<file path="src/hdl/rrts_pkg.sv">
`timescale 1ns / 1ps
package rrts_pkg;

  // Slot status codes
  localparam logic [2:0] SLOT_UNUSED     = 3'd0;
  localparam logic [2:0] SLOT_READY      = 3'd1;
  localparam logic [2:0] SLOT_RUNNING    = 3'd2;
  localparam logic [2:0] SLOT_BLOCKED    = 3'd3;
  localparam logic [2:0] SLOT_TERMINATED = 3'd4;

  // Action codes
  localparam logic [2:0] ACT_TICK      = 3'd0;
  localparam logic [2:0] ACT_CREATE    = 3'd1;
  localparam logic [2:0] ACT_EXIT      = 3'd2;
  localparam logic [2:0] ACT_TERMINATE = 3'd3;
  localparam logic [2:0] ACT_WAIT      = 3'd4;
  localparam logic [2:0] ACT_REAP      = 3'd5;
  localparam logic [2:0] ACT_QUERY     = 3'd6;

  // Result status codes
  localparam logic [1:0] STAT_OK        = 2'd0;
  localparam logic [1:0] STAT_NO_SLOT   = 2'd1;
  localparam logic [1:0] STAT_NOT_FOUND = 2'd2;
  localparam logic [1:0] STAT_REFUSED   = 2'd3;

  // Configuration register indexes
  localparam logic CFG_SCHED_ENABLE  = 1'b0;
  localparam logic CFG_QUANTUM_TICKS = 1'b1;

  localparam logic [7:0] QUANTUM_RESET = 8'd5;

  typedef struct packed {
    logic [2:0]  status;
    logic [31:0] id;
    logic [31:0] ret_code;
  } tbl_entry_t;

endpackage

</file>
<file path="src/hdl/rrts_table.sv">
`timescale 1ns / 1ps
module rrts_table
  import rrts_pkg::*;
#(
  parameter int NUM_SLOTS = 8,
  localparam int SLOT_W = $clog2(NUM_SLOTS)
) (
  input  logic              clk,
  input  logic              rst,
  input  logic              rd_en,
  input  logic [SLOT_W-1:0] rd_addr,
  output tbl_entry_t        rd_data,
  input  logic              wr_en,
  input  logic [SLOT_W-1:0] wr_addr,
  input  tbl_entry_t        wr_data
);

  tbl_entry_t            mem [NUM_SLOTS];
  logic [NUM_SLOTS-1:0]  valid;
  tbl_entry_t            rd_raw;
  logic                  rd_valid;
  logic                  rd_kernel;

  // Write the entry and mark it valid
  always_ff @(posedge clk) begin
    if (wr_en) begin
      mem[wr_addr] <= wr_data;
    end
  end

  always_ff @(posedge clk) begin
    if (rst) begin
      valid <= '0;
    end else if (wr_en) begin
      valid[wr_addr] <= 1'b1;
    end
  end

  // Registered read with its valid flag
  always_ff @(posedge clk) begin
    if (rd_en) begin
      rd_raw    <= mem[rd_addr];
      rd_valid  <= valid[rd_addr];
      rd_kernel <= (rd_addr == '0);
    end
  end

  // Unwritten entries read as their reset value
  always_comb begin
    if (rd_valid) begin
      rd_data = rd_raw;
    end else begin
      rd_data.status   = rd_kernel ? SLOT_RUNNING : SLOT_UNUSED;
      rd_data.id       = '0;
      rd_data.ret_code = '0;
    end
  end

endmodule

</file>
<file path="src/hdl/rrts_ptr_mem.sv">
`timescale 1ns / 1ps
module rrts_ptr_mem
  import rrts_pkg::*;
#(
  parameter int NUM_SLOTS = 8,
  localparam int SLOT_W = $clog2(NUM_SLOTS)
) (
  input  logic              clk,
  input  logic              rd_en,
  input  logic [SLOT_W-1:0] rd_addr,
  output logic [63:0]       rd_data,
  input  logic              wr_en,
  input  logic [SLOT_W-1:0] wr_addr,
  input  logic [63:0]       wr_data
);

  logic [63:0] mem [NUM_SLOTS];

  // Store saved pointers
  always_ff @(posedge clk) begin
    if (wr_en) begin
      mem[wr_addr] <= wr_data;
    end
  end

  // Registered read
  always_ff @(posedge clk) begin
    if (rd_en) begin
      rd_data <= mem[rd_addr];
    end
  end

endmodule

</file>
<file path="src/hdl/round_robin_task_scheduler.sv">
`timescale 1ns / 1ps
// Channel  Handshake            Payload
// in       in_valid / in_stall  action, stack_pointer, target_id, exit_value
// out      out_valid/out_stall  resume_pointer, switched, running_slot, new_id,
//                               status, exit_out, is_live
// cfg      cfg_write            cfg_index, cfg_data
//
// One transaction at a time; the slot table is read one entry per cycle.
// Exit and a successful terminate end with a sweep that wakes every blocked slot.
// Reset is synchronous; slot 0 runs as the kernel task afterwards.
// A stalled result holds in the output register; the next result waits behind it.
module round_robin_task_scheduler
  import rrts_pkg::*;
#(
  parameter int NUM_SLOTS = 8
) (
  input  logic               clk,
  input  logic               rst,
  input  logic               cfg_write,
  input  logic               cfg_index,
  input  logic [7:0]         cfg_data,
  input  logic               in_valid,
  output logic               in_stall,
  input  logic [2:0]         action,
  input  logic [63:0]        stack_pointer,
  input  logic [31:0]        target_id,
  input  logic signed [31:0] exit_value,
  output logic               out_valid,
  input  logic               out_stall,
  output logic [63:0]        resume_pointer,
  output logic               switched,
  output logic [2:0]         running_slot,
  output logic [31:0]        new_id,
  output logic [1:0]         status,
  output logic signed [31:0] exit_out,
  output logic               is_live
);

  localparam int SLOT_W = $clog2(NUM_SLOTS);
  localparam logic [SLOT_W-1:0] LAST_SLOT = SLOT_W'(NUM_SLOTS - 1);

  typedef enum logic [9:0] {
    S_IDLE      = 10'b0000000001,
    S_TICK_CUR  = 10'b0000000010,
    S_TICK_SCAN = 10'b0000000100,
    S_PTR       = 10'b0000001000,
    S_CREATE    = 10'b0000010000,
    S_FIND      = 10'b0000100000,
    S_WAIT_CUR  = 10'b0001000000,
    S_EXIT      = 10'b0010000000,
    S_WAKE      = 10'b0100000000,
    S_DONE      = 10'b1000000000
  } state_t;

  state_t            state, state_next;
  logic              sched_enable;
  logic [7:0]        quantum_ticks;
  logic [SLOT_W-1:0] cur, cur_next;
  logic [SLOT_W-1:0] scan, scan_next;
  logic [7:0]        ticks_left, ticks_left_next;
  logic [31:0]       next_id, next_id_next;
  logic [2:0]        act, act_next;
  logic [63:0]       sp, sp_next;
  logic [31:0]       tid, tid_next;
  logic [31:0]       xval, xval_next;
  logic [63:0]       res_ptr, res_ptr_next;
  logic              res_sw, res_sw_next;
  logic [31:0]       res_id, res_id_next;
  logic [1:0]        res_status, res_status_next;
  logic [31:0]       res_exit, res_exit_next;
  logic              res_live, res_live_next;
  logic              out_load;

  logic              tbl_rd_en, tbl_we;
  logic [SLOT_W-1:0] tbl_rd_addr, tbl_wr_addr;
  tbl_entry_t        tbl_rd, tbl_wr;
  logic              ptr_rd_en, ptr_we;
  logic [SLOT_W-1:0] ptr_rd_addr, ptr_wr_addr;
  logic [63:0]       ptr_rd, ptr_wr;

  logic              need;
  logic [7:0]        tl_dec;
  logic              hit;

  function automatic logic [SLOT_W-1:0] wrap_inc(input logic [SLOT_W-1:0] idx);
    return (idx == LAST_SLOT) ? '0 : idx + SLOT_W'(1);
  endfunction

  rrts_table #(.NUM_SLOTS(NUM_SLOTS)) u_table (
    .clk     (clk),
    .rst     (rst),
    .rd_en   (tbl_rd_en),
    .rd_addr (tbl_rd_addr),
    .rd_data (tbl_rd),
    .wr_en   (tbl_we),
    .wr_addr (tbl_wr_addr),
    .wr_data (tbl_wr)
  );

  rrts_ptr_mem #(.NUM_SLOTS(NUM_SLOTS)) u_ptr (
    .clk     (clk),
    .rd_en   (ptr_rd_en),
    .rd_addr (ptr_rd_addr),
    .rd_data (ptr_rd),
    .wr_en   (ptr_we),
    .wr_addr (ptr_wr_addr),
    .wr_data (ptr_wr)
  );

  assign in_stall = (state != S_IDLE);
  assign out_load = (state == S_DONE) && (!out_valid || !out_stall);
  assign hit      = (tbl_rd.status != SLOT_UNUSED) && (tbl_rd.id == tid);
  assign tl_dec   = (ticks_left != 8'd0) ? ticks_left - 8'd1 : 8'd0;

  // Sequence one transaction through the slot table
  always_comb begin
    state_next      = state;
    cur_next        = cur;
    scan_next       = scan;
    ticks_left_next = ticks_left;
    next_id_next    = next_id;
    act_next        = act;
    sp_next         = sp;
    tid_next        = tid;
    xval_next       = xval;
    res_ptr_next    = res_ptr;
    res_sw_next     = res_sw;
    res_id_next     = res_id;
    res_status_next = res_status;
    res_exit_next   = res_exit;
    res_live_next   = res_live;
    tbl_rd_en       = 1'b0;
    tbl_rd_addr     = scan;
    tbl_we          = 1'b0;
    tbl_wr_addr     = scan;
    tbl_wr          = tbl_rd;
    ptr_rd_en       = 1'b0;
    ptr_rd_addr     = scan;
    ptr_we          = 1'b0;
    ptr_wr_addr     = cur;
    ptr_wr          = sp;
    need            = 1'b0;
    case (state)
      S_IDLE: begin
        if (in_valid) begin
          act_next        = action;
          sp_next         = stack_pointer;
          tid_next        = target_id;
          xval_next       = exit_value;
          res_ptr_next    = '0;
          res_sw_next     = 1'b0;
          res_id_next     = '0;
          res_status_next = STAT_OK;
          res_exit_next   = '0;
          res_live_next   = 1'b0;
          case (action)
            ACT_TICK: begin
              if (!sched_enable) begin
                res_ptr_next = stack_pointer;
                state_next   = S_DONE;
              end else begin
                tbl_rd_en   = 1'b1;
                tbl_rd_addr = cur;
                state_next  = S_TICK_CUR;
              end
            end
            ACT_CREATE: begin
              scan_next   = SLOT_W'(1);
              tbl_rd_en   = 1'b1;
              tbl_rd_addr = SLOT_W'(1);
              state_next  = S_CREATE;
            end
            ACT_EXIT: begin
              if (cur == '0) begin
                res_status_next = STAT_REFUSED;
                state_next      = S_DONE;
              end else begin
                tbl_rd_en   = 1'b1;
                tbl_rd_addr = cur;
                state_next  = S_EXIT;
              end
            end
            ACT_TERMINATE, ACT_WAIT, ACT_REAP, ACT_QUERY: begin
              scan_next   = '0;
              tbl_rd_en   = 1'b1;
              tbl_rd_addr = '0;
              state_next  = S_FIND;
            end
            default: begin
              state_next = S_DONE;
            end
          endcase
        end
      end
      S_TICK_CUR: begin
        // Count down the quantum unless the current task must leave
        if (tbl_rd.status == SLOT_TERMINATED || tbl_rd.status == SLOT_BLOCKED) begin
          need = 1'b1;
        end else begin
          ticks_left_next = (tl_dec == 8'd0) ? quantum_ticks : tl_dec;
          need            = (tl_dec == 8'd0);
        end
        if (!need) begin
          res_ptr_next = sp;
          state_next   = S_DONE;
        end else begin
          ptr_we      = 1'b1;
          ptr_wr_addr = cur;
          ptr_wr      = sp;
          if (tbl_rd.status == SLOT_RUNNING) begin
            tbl_we        = 1'b1;
            tbl_wr_addr   = cur;
            tbl_wr.status = SLOT_READY;
          end
          scan_next   = wrap_inc(cur);
          tbl_rd_en   = 1'b1;
          tbl_rd_addr = wrap_inc(cur);
          state_next  = S_TICK_SCAN;
        end
      end
      S_TICK_SCAN: begin
        // Search round-robin for the next ready slot, ending at the current one
        if (tbl_rd.status == SLOT_READY) begin
          tbl_we          = 1'b1;
          tbl_wr_addr     = scan;
          tbl_wr.status   = SLOT_RUNNING;
          cur_next        = scan;
          ticks_left_next = quantum_ticks;
          res_sw_next     = (scan != cur);
          ptr_rd_en       = 1'b1;
          ptr_rd_addr     = scan;
          state_next      = S_PTR;
        end else if (scan == cur) begin
          res_ptr_next = sp;
          state_next   = S_DONE;
        end else begin
          scan_next   = wrap_inc(scan);
          tbl_rd_en   = 1'b1;
          tbl_rd_addr = wrap_inc(scan);
        end
      end
      S_PTR: begin
        res_ptr_next = ptr_rd;
        state_next   = S_DONE;
      end
      S_CREATE: begin
        if (tbl_rd.status == SLOT_UNUSED) begin
          tbl_we          = 1'b1;
          tbl_wr_addr     = scan;
          tbl_wr.status   = SLOT_READY;
          tbl_wr.id       = next_id;
          tbl_wr.ret_code = '0;
          ptr_we          = 1'b1;
          ptr_wr_addr     = scan;
          ptr_wr          = sp;
          res_id_next     = next_id;
          next_id_next    = (&next_id) ? 32'd1 : next_id + 32'd1;
          state_next      = S_DONE;
        end else if (scan == LAST_SLOT) begin
          res_status_next = STAT_NO_SLOT;
          state_next      = S_DONE;
        end else begin
          scan_next   = wrap_inc(scan);
          tbl_rd_en   = 1'b1;
          tbl_rd_addr = wrap_inc(scan);
        end
      end
      S_FIND: begin
        if (hit) begin
          state_next = S_DONE;
          case (act)
            ACT_TERMINATE: begin
              if (tbl_rd.id == '0) begin
                res_status_next = STAT_REFUSED;
              end else begin
                tbl_we        = 1'b1;
                tbl_wr_addr   = scan;
                tbl_wr.status = SLOT_TERMINATED;
                scan_next     = '0;
                tbl_rd_en     = 1'b1;
                tbl_rd_addr   = '0;
                state_next    = S_WAKE;
              end
            end
            ACT_WAIT: begin
              if (tbl_rd.status != SLOT_TERMINATED) begin
                tbl_rd_en   = 1'b1;
                tbl_rd_addr = cur;
                state_next  = S_WAIT_CUR;
              end
            end
            ACT_REAP: begin
              if (tbl_rd.status == SLOT_TERMINATED) begin
                res_exit_next = tbl_rd.ret_code;
                tbl_we        = 1'b1;
                tbl_wr_addr   = scan;
                tbl_wr.status = SLOT_UNUSED;
              end else begin
                res_status_next = STAT_NOT_FOUND;
              end
            end
            ACT_QUERY: begin
              res_live_next = (tbl_rd.status == SLOT_RUNNING) ||
                              (tbl_rd.status == SLOT_READY);
            end
            default: begin
              res_status_next = STAT_OK;
            end
          endcase
        end else if (scan == LAST_SLOT) begin
          res_status_next = STAT_NOT_FOUND;
          state_next      = S_DONE;
        end else begin
          scan_next   = wrap_inc(scan);
          tbl_rd_en   = 1'b1;
          tbl_rd_addr = wrap_inc(scan);
        end
      end
      S_WAIT_CUR: begin
        tbl_we        = 1'b1;
        tbl_wr_addr   = cur;
        tbl_wr.status = SLOT_BLOCKED;
        state_next    = S_DONE;
      end
      S_EXIT: begin
        tbl_we          = 1'b1;
        tbl_wr_addr     = cur;
        tbl_wr.status   = SLOT_TERMINATED;
        tbl_wr.ret_code = xval;
        scan_next       = '0;
        tbl_rd_en       = 1'b1;
        tbl_rd_addr     = '0;
        state_next      = S_WAKE;
      end
      S_WAKE: begin
        // Wake every blocked slot, one entry a cycle
        if (tbl_rd.status == SLOT_BLOCKED) begin
          tbl_we        = 1'b1;
          tbl_wr_addr   = scan;
          tbl_wr.status = SLOT_READY;
        end
        if (scan == LAST_SLOT) begin
          state_next = S_DONE;
        end else begin
          scan_next   = wrap_inc(scan);
          tbl_rd_en   = 1'b1;
          tbl_rd_addr = wrap_inc(scan);
        end
      end
      S_DONE: begin
        if (out_load) begin
          state_next = S_IDLE;
        end
      end
      default: begin
        state_next = S_IDLE;
      end
    endcase
  end

  // Control registers
  always_ff @(posedge clk) begin
    if (rst) begin
      state      <= S_IDLE;
      cur        <= '0;
      ticks_left <= QUANTUM_RESET;
      next_id    <= 32'd1;
    end else begin
      state      <= state_next;
      cur        <= cur_next;
      ticks_left <= ticks_left_next;
      next_id    <= next_id_next;
    end
  end

  // Configuration writes
  always_ff @(posedge clk) begin
    if (rst) begin
      sched_enable  <= 1'b0;
      quantum_ticks <= QUANTUM_RESET;
    end else if (cfg_write) begin
      case (cfg_index)
        CFG_SCHED_ENABLE:  sched_enable  <= cfg_data[0];
        CFG_QUANTUM_TICKS: quantum_ticks <= cfg_data;
        default: begin
          sched_enable <= sched_enable;
        end
      endcase
    end
  end

  // Transaction payload and result fields
  always_ff @(posedge clk) begin
    scan       <= scan_next;
    act        <= act_next;
    sp         <= sp_next;
    tid        <= tid_next;
    xval       <= xval_next;
    res_ptr    <= res_ptr_next;
    res_sw     <= res_sw_next;
    res_id     <= res_id_next;
    res_status <= res_status_next;
    res_exit   <= res_exit_next;
    res_live   <= res_live_next;
  end

  // Output register: hold while stalled
  always_ff @(posedge clk) begin
    if (rst) begin
      out_valid <= 1'b0;
    end else if (out_load) begin
      out_valid <= 1'b1;
    end else if (!out_stall) begin
      out_valid <= 1'b0;
    end
  end

  always_ff @(posedge clk) begin
    if (out_load) begin
      resume_pointer <= res_ptr;
      switched       <= res_sw;
      running_slot   <= 3'(cur);
      new_id         <= res_id;
      status         <= res_status;
      exit_out       <= res_exit;
      is_live        <= res_live;
    end
  end

`ifndef SYNTHESIS
  a_cur_range: assert property (@(posedge clk) disable iff (rst)
    int'(cur) < NUM_SLOTS)
    else $error("current slot out of range");

  a_fail_no_pointer: assert property (@(posedge clk) disable iff (rst)
    out_valid && status != STAT_OK |-> resume_pointer == '0 && !switched)
    else $error("failed action carries a resume pointer");

  a_new_id_ok: assert property (@(posedge clk) disable iff (rst)
    out_valid && new_id != '0 |-> status == STAT_OK && !switched)
    else $error("new id given with a failure status");
`endif

endmodule

</file>
<file path="config.mk">
export PLATFORM = sky130hd
export DESIGN_NAME = round_robin_task_scheduler
export DESIGN_NICKNAME = d
export VERILOG_FILES = /design/src/hdl/rrts_pkg.sv /design/src/hdl/rrts_table.sv /design/src/hdl/rrts_ptr_mem.sv /design/src/hdl/round_robin_task_scheduler.sv
export SDC_FILE = /design/constraint.sdc
export NUM_CORES = 2
export LEC_CHECK = 0
export BUFFER_PORTS_ARGS = -buffer_cell sky130_fd_sc_hd__buf_2
export CORE_MARGIN = 4
export CORE_UTILIZATION = 40
export CTS_CLUSTER_DIAMETER = 60
export DETAILED_ROUTE_END_ITERATION = 8
export PLACE_DENSITY = 0.62
export RECOVER_POWER = 100
export REMOVE_ABC_BUFFERS = 1
export SLEW_MARGIN = 20
export SYNTH_ARGS = -nofsm -noshare
export SYNTH_HDL_FRONTEND = slang
export SYNTH_SLANG_ARGS = --single-unit
</file>
<file path="constraint.sdc">
create_clock -name clk -period 12.1 [get_ports clk]
set_input_delay 0.605 -clock clk [delete_from_list [all_inputs] [get_ports clk]]
set_output_delay 0.605 -clock clk [all_outputs]
set_load 0.005 [all_outputs]
</file>
==> summary.md <==
| Metric | Value |
|---|---|
| Status | `finished with violations` |
| Violated checks | `capacitance limit, slew limit` |
| Measured slew at the worst slew-check pin | `6.99 ns` |
| Clk buf depth | `3` |
| Share of power burned in registers | `51.0%` |
| RSZ-0062 raised after global routing | `false` |
| Max-slew headroom | `-366%` |
| Mapped Cells | `3874` |
| # IOs | `282` |
| Die Span X | `409 um` |
| Initial core utilization | `40.4%` |
| Fin crit period | `8.51 ns` |
| First-pass GRT wire length | `243000 um` |
| Pwr dens | `182 nW/um^2` |
| Delay-heaviest family, CP | `buffers and inverters` |
| Top-count cell post-synth | `edfxtp_1` |
| First-pass DRT Iterations | `8` |
| Post-Synth Adder-Cell Area | `0.175%` |
| Drt wl/cell | `25.6 um` |
| CP max-delay cell | `clkbuf_1` |
| MaxCap Viol Count | `18` |
| CTS HTree Levels | `4` |
| Die footprint | `167000 um^2` |
| # clock sinks | `1653` |
| Power Total | `13600 uW` |
| Post-DR vias/cell | `5.73` |
| Comb power frac | `10.4%` |
| WP data arrival | `9.07 ns` |
| Avg Inst Size Synth | `16.6 um^2` |
| Row cnt | `146` |
| Yosys reg bits | `1653` |
| Post-DP HPWL | `87000 um` |
| Top_reg_cell synth | `edfxtp_1` |
| Vias in the first global route | `36876` |
| Clk Latency, worst-skew pair | `0.80 ns` |
| Synth area leaders | `edfxtp_1, mux4_2, and3_1` |
| # resized after CTS | `0` |
| Fmax | `118 MHz` |
| Antenna viol nets, final | `0` |
| Placer Congestion | `0.865` |
| Layout cell share with drive strength beyond 1 | `14.1%` |
| Via count | `37150` |
| Num CTS Buffers | `176` |
| Critical path buffers and inverters | `3` |
| Netlist cell types | `86` |
| Combinational family with the most area after synthesis | `simple AND/OR/NAND/NOR gates` |
| Crit Path Max Fanout | `274` |
| Busiest grt layer | `met2` |
| Final setup fails | `0` |
| M1 GR Usage | `26.3%` |
| Largest net degree at the start of global routing | `275` |
| CP endpoint kind | `flop` |
| Skew final | `0.0475 ns` |
| Slowest stage delay, CP | `2.61 ns` |
| Min-Delay Path Class | `in2reg` |
| Post-synth top area cell | `edfxtp_1` |
| Height of the chip | `409 um` |
| Final Hold Viols | `0` |
| Top cells by count, synth | `edfxtp_1, nand2_1, and3_1` |
| Multi-input logic area | `14000 um^2` |
| Fillers | `13588` |
| Switch Pwr | `3420 uW` |
| First-iteration detailed-routing DRC count | `4268` |
| Internal | `10100 uW` |
| Mux contribution to synthesized area | `4.63%` |
| Sequential fraction of the synthesis area | `76.2%` |
| Setup TNS | `0 ns` |
| Clock power frac | `38.6%` |
| Initial antenna violation count | `10` |
| Final wirelength | `166000 um` |
| FFs w/ async S/R, synth | `0%` |
| Post-synthesis xor/xnor area fraction | `0.709%` |
| Drt drc | `0` |
| Crit share post-route | `70.3%` |
| Leak pwr | `0.0250 uW` |
| Critical path startpoint category | `flop` |
| Post-synth EDFFs | `1582` |
| CTS tree | `done` |
| Maximum VDD drop | `0.147 mV` |
| Area Growth Syn to Fin | `16.0%` |
| Overflow after GRT | `0` |
| Crit-path cells | `clkbuf_1 -> nor2_1 -> nor2_1 -> o221ai_1 -> nor4_1 -> and4_1 -> a211oi_4 -> buf_12 -> nand2_8 -> buf_4 -> a2111oi_0 -> nor4_1` |
| Clk root buf | `clkbuf_16` |
| Yosys top cell area share | `74.0%` |
| Core Area | `159000 um^2` |
| Synth Cell Area | `64200 um^2` |
| Worst EP required | `12.66 ns` |
| Met2 Usage GRT | `31.6%` |
| GRT Overall Usage | `19.3%` |
| Worst Setup Path Type | `reg2reg` |
| Sw frac | `25.3%` |
| Slew Viols, Final | `759` |
| Simple-gate share of the synthesized area | `8.65%` |
| FF+latch area | `48900 um^2` |
| Ys Warns | `0` |
| Setup Buffers After CTS | `0` |
| Port bufs | `281` |
| Grt met3 use | `3.74%` |
| Reg clk slew, reported paths | `0.06 ns` |
| Compound-Gate Fraction of Synth Area | `7.30%` |
| # nets final | `4410` |
sequential cells by signal, summed over array words and instances, names as in the netlist, 64 cells and up:
register,count
u_table.rd_raw,67
u_ptr.mem,512
u_table.mem,536
resume_pointer,64
sp,64
res_ptr,64
u_ptr.rd_data,64
placed cells by master, fill, tap and decap left out, types with 58 or more instances in the layout:
cell type / n
nor2_1: 122
a211oi_1: 147
a21oi_1: 58
mux4_2: 128
buf_2: 135
dlygate4sd3_1: 124
clkbuf_1: 193
edfxtp_1: 1582
inv_1: 85
clkbuf_16: 176
dfxtp_1: 71
o21ai_0: 68
a2111oi_0: 139
and3_1: 312
nand2_1: 327
nor4_1: 87
a222oi_1: 64
worst paths after layout:
path | from | end | slack [ns] | cells past startpoint
hold reg to reg | res_ptr[63] | resume_pointer[63] | 0.40 | 0
setup reg to reg | u_table.rd_valid | u_table.rd_raw[53] | 3.59 | 12
setup / recovery | u_table.rd_valid | u_table.rd_raw[53] | 3.59 | 12
hold / removal | cfg_data[6] | quantum_ticks[6] | 0.06 | 3
metal layers:
metal | vias to the layer above | routed length (um)
met5 | - | 20
met2 | 1610 | 79300
li1 | 16327 | -
met1 | 18918 | 69000
met3 | 293 | 13000
met4 | 2 | 4300
per-stage QoR:
stage	cells	setup slack (ns)	util (%)	hold slack, ns	area (um^2)
global placement	6024	5.90	42.7	0.403	67800
global route	6477	2.91	46.8	0.0281	74400
CTS	6475	5.60	47.0	0.00221	74700
floorplan	3606	-5.14	-	0.400	63000
detailed placement	6024	5.63	42.7	0.405	67800
finish	6484	3.59	46.8	0.0575	74400
cells by family after synthesis:
group | count (synthesis)
DFF | 1653
xor gates and xnor gates | 52
adders and majority gates | 9
buffers and inverters | 357
and+or+nand+nor | 1065
AOI/OAI and AO/OA | 601
muxes | 137
what timing repair did:
action | 4_1_cts | 5_1_grt
hold buffers | 124 | 0
hold endpoints to repair | 124 | 0
setup endpoints to repair | 0 | 0
worst min-delay path, cell delays in order:
cell,delay [ns]
buf_2,0.10
nand2_1,0.05
a21oi_1,0.05
area by class of cell:
class	count	area share, %
multi-input cells	1864	18.7
repair buffers	472	3.94
inverters	89	0.456
clock inverters	117	1.48
flip-flops and latches	1653	65.7
diodes	7	0.0235
clock buffers	210	6.14
well taps	2072	3.48
power by group through the flow:
stage	clock network, uW	registers [uW]	logic (uW)
6_report	5230	6910	1410
5_1_grt	5590	6930	1520
4_1_cts	5340	6900	1400
3_5_place_dp	0	7020	1360
3_3_place_gp	0	7010	1340
2_1_floorplan	0	7010	831
(Power assumes the default switching activity.)
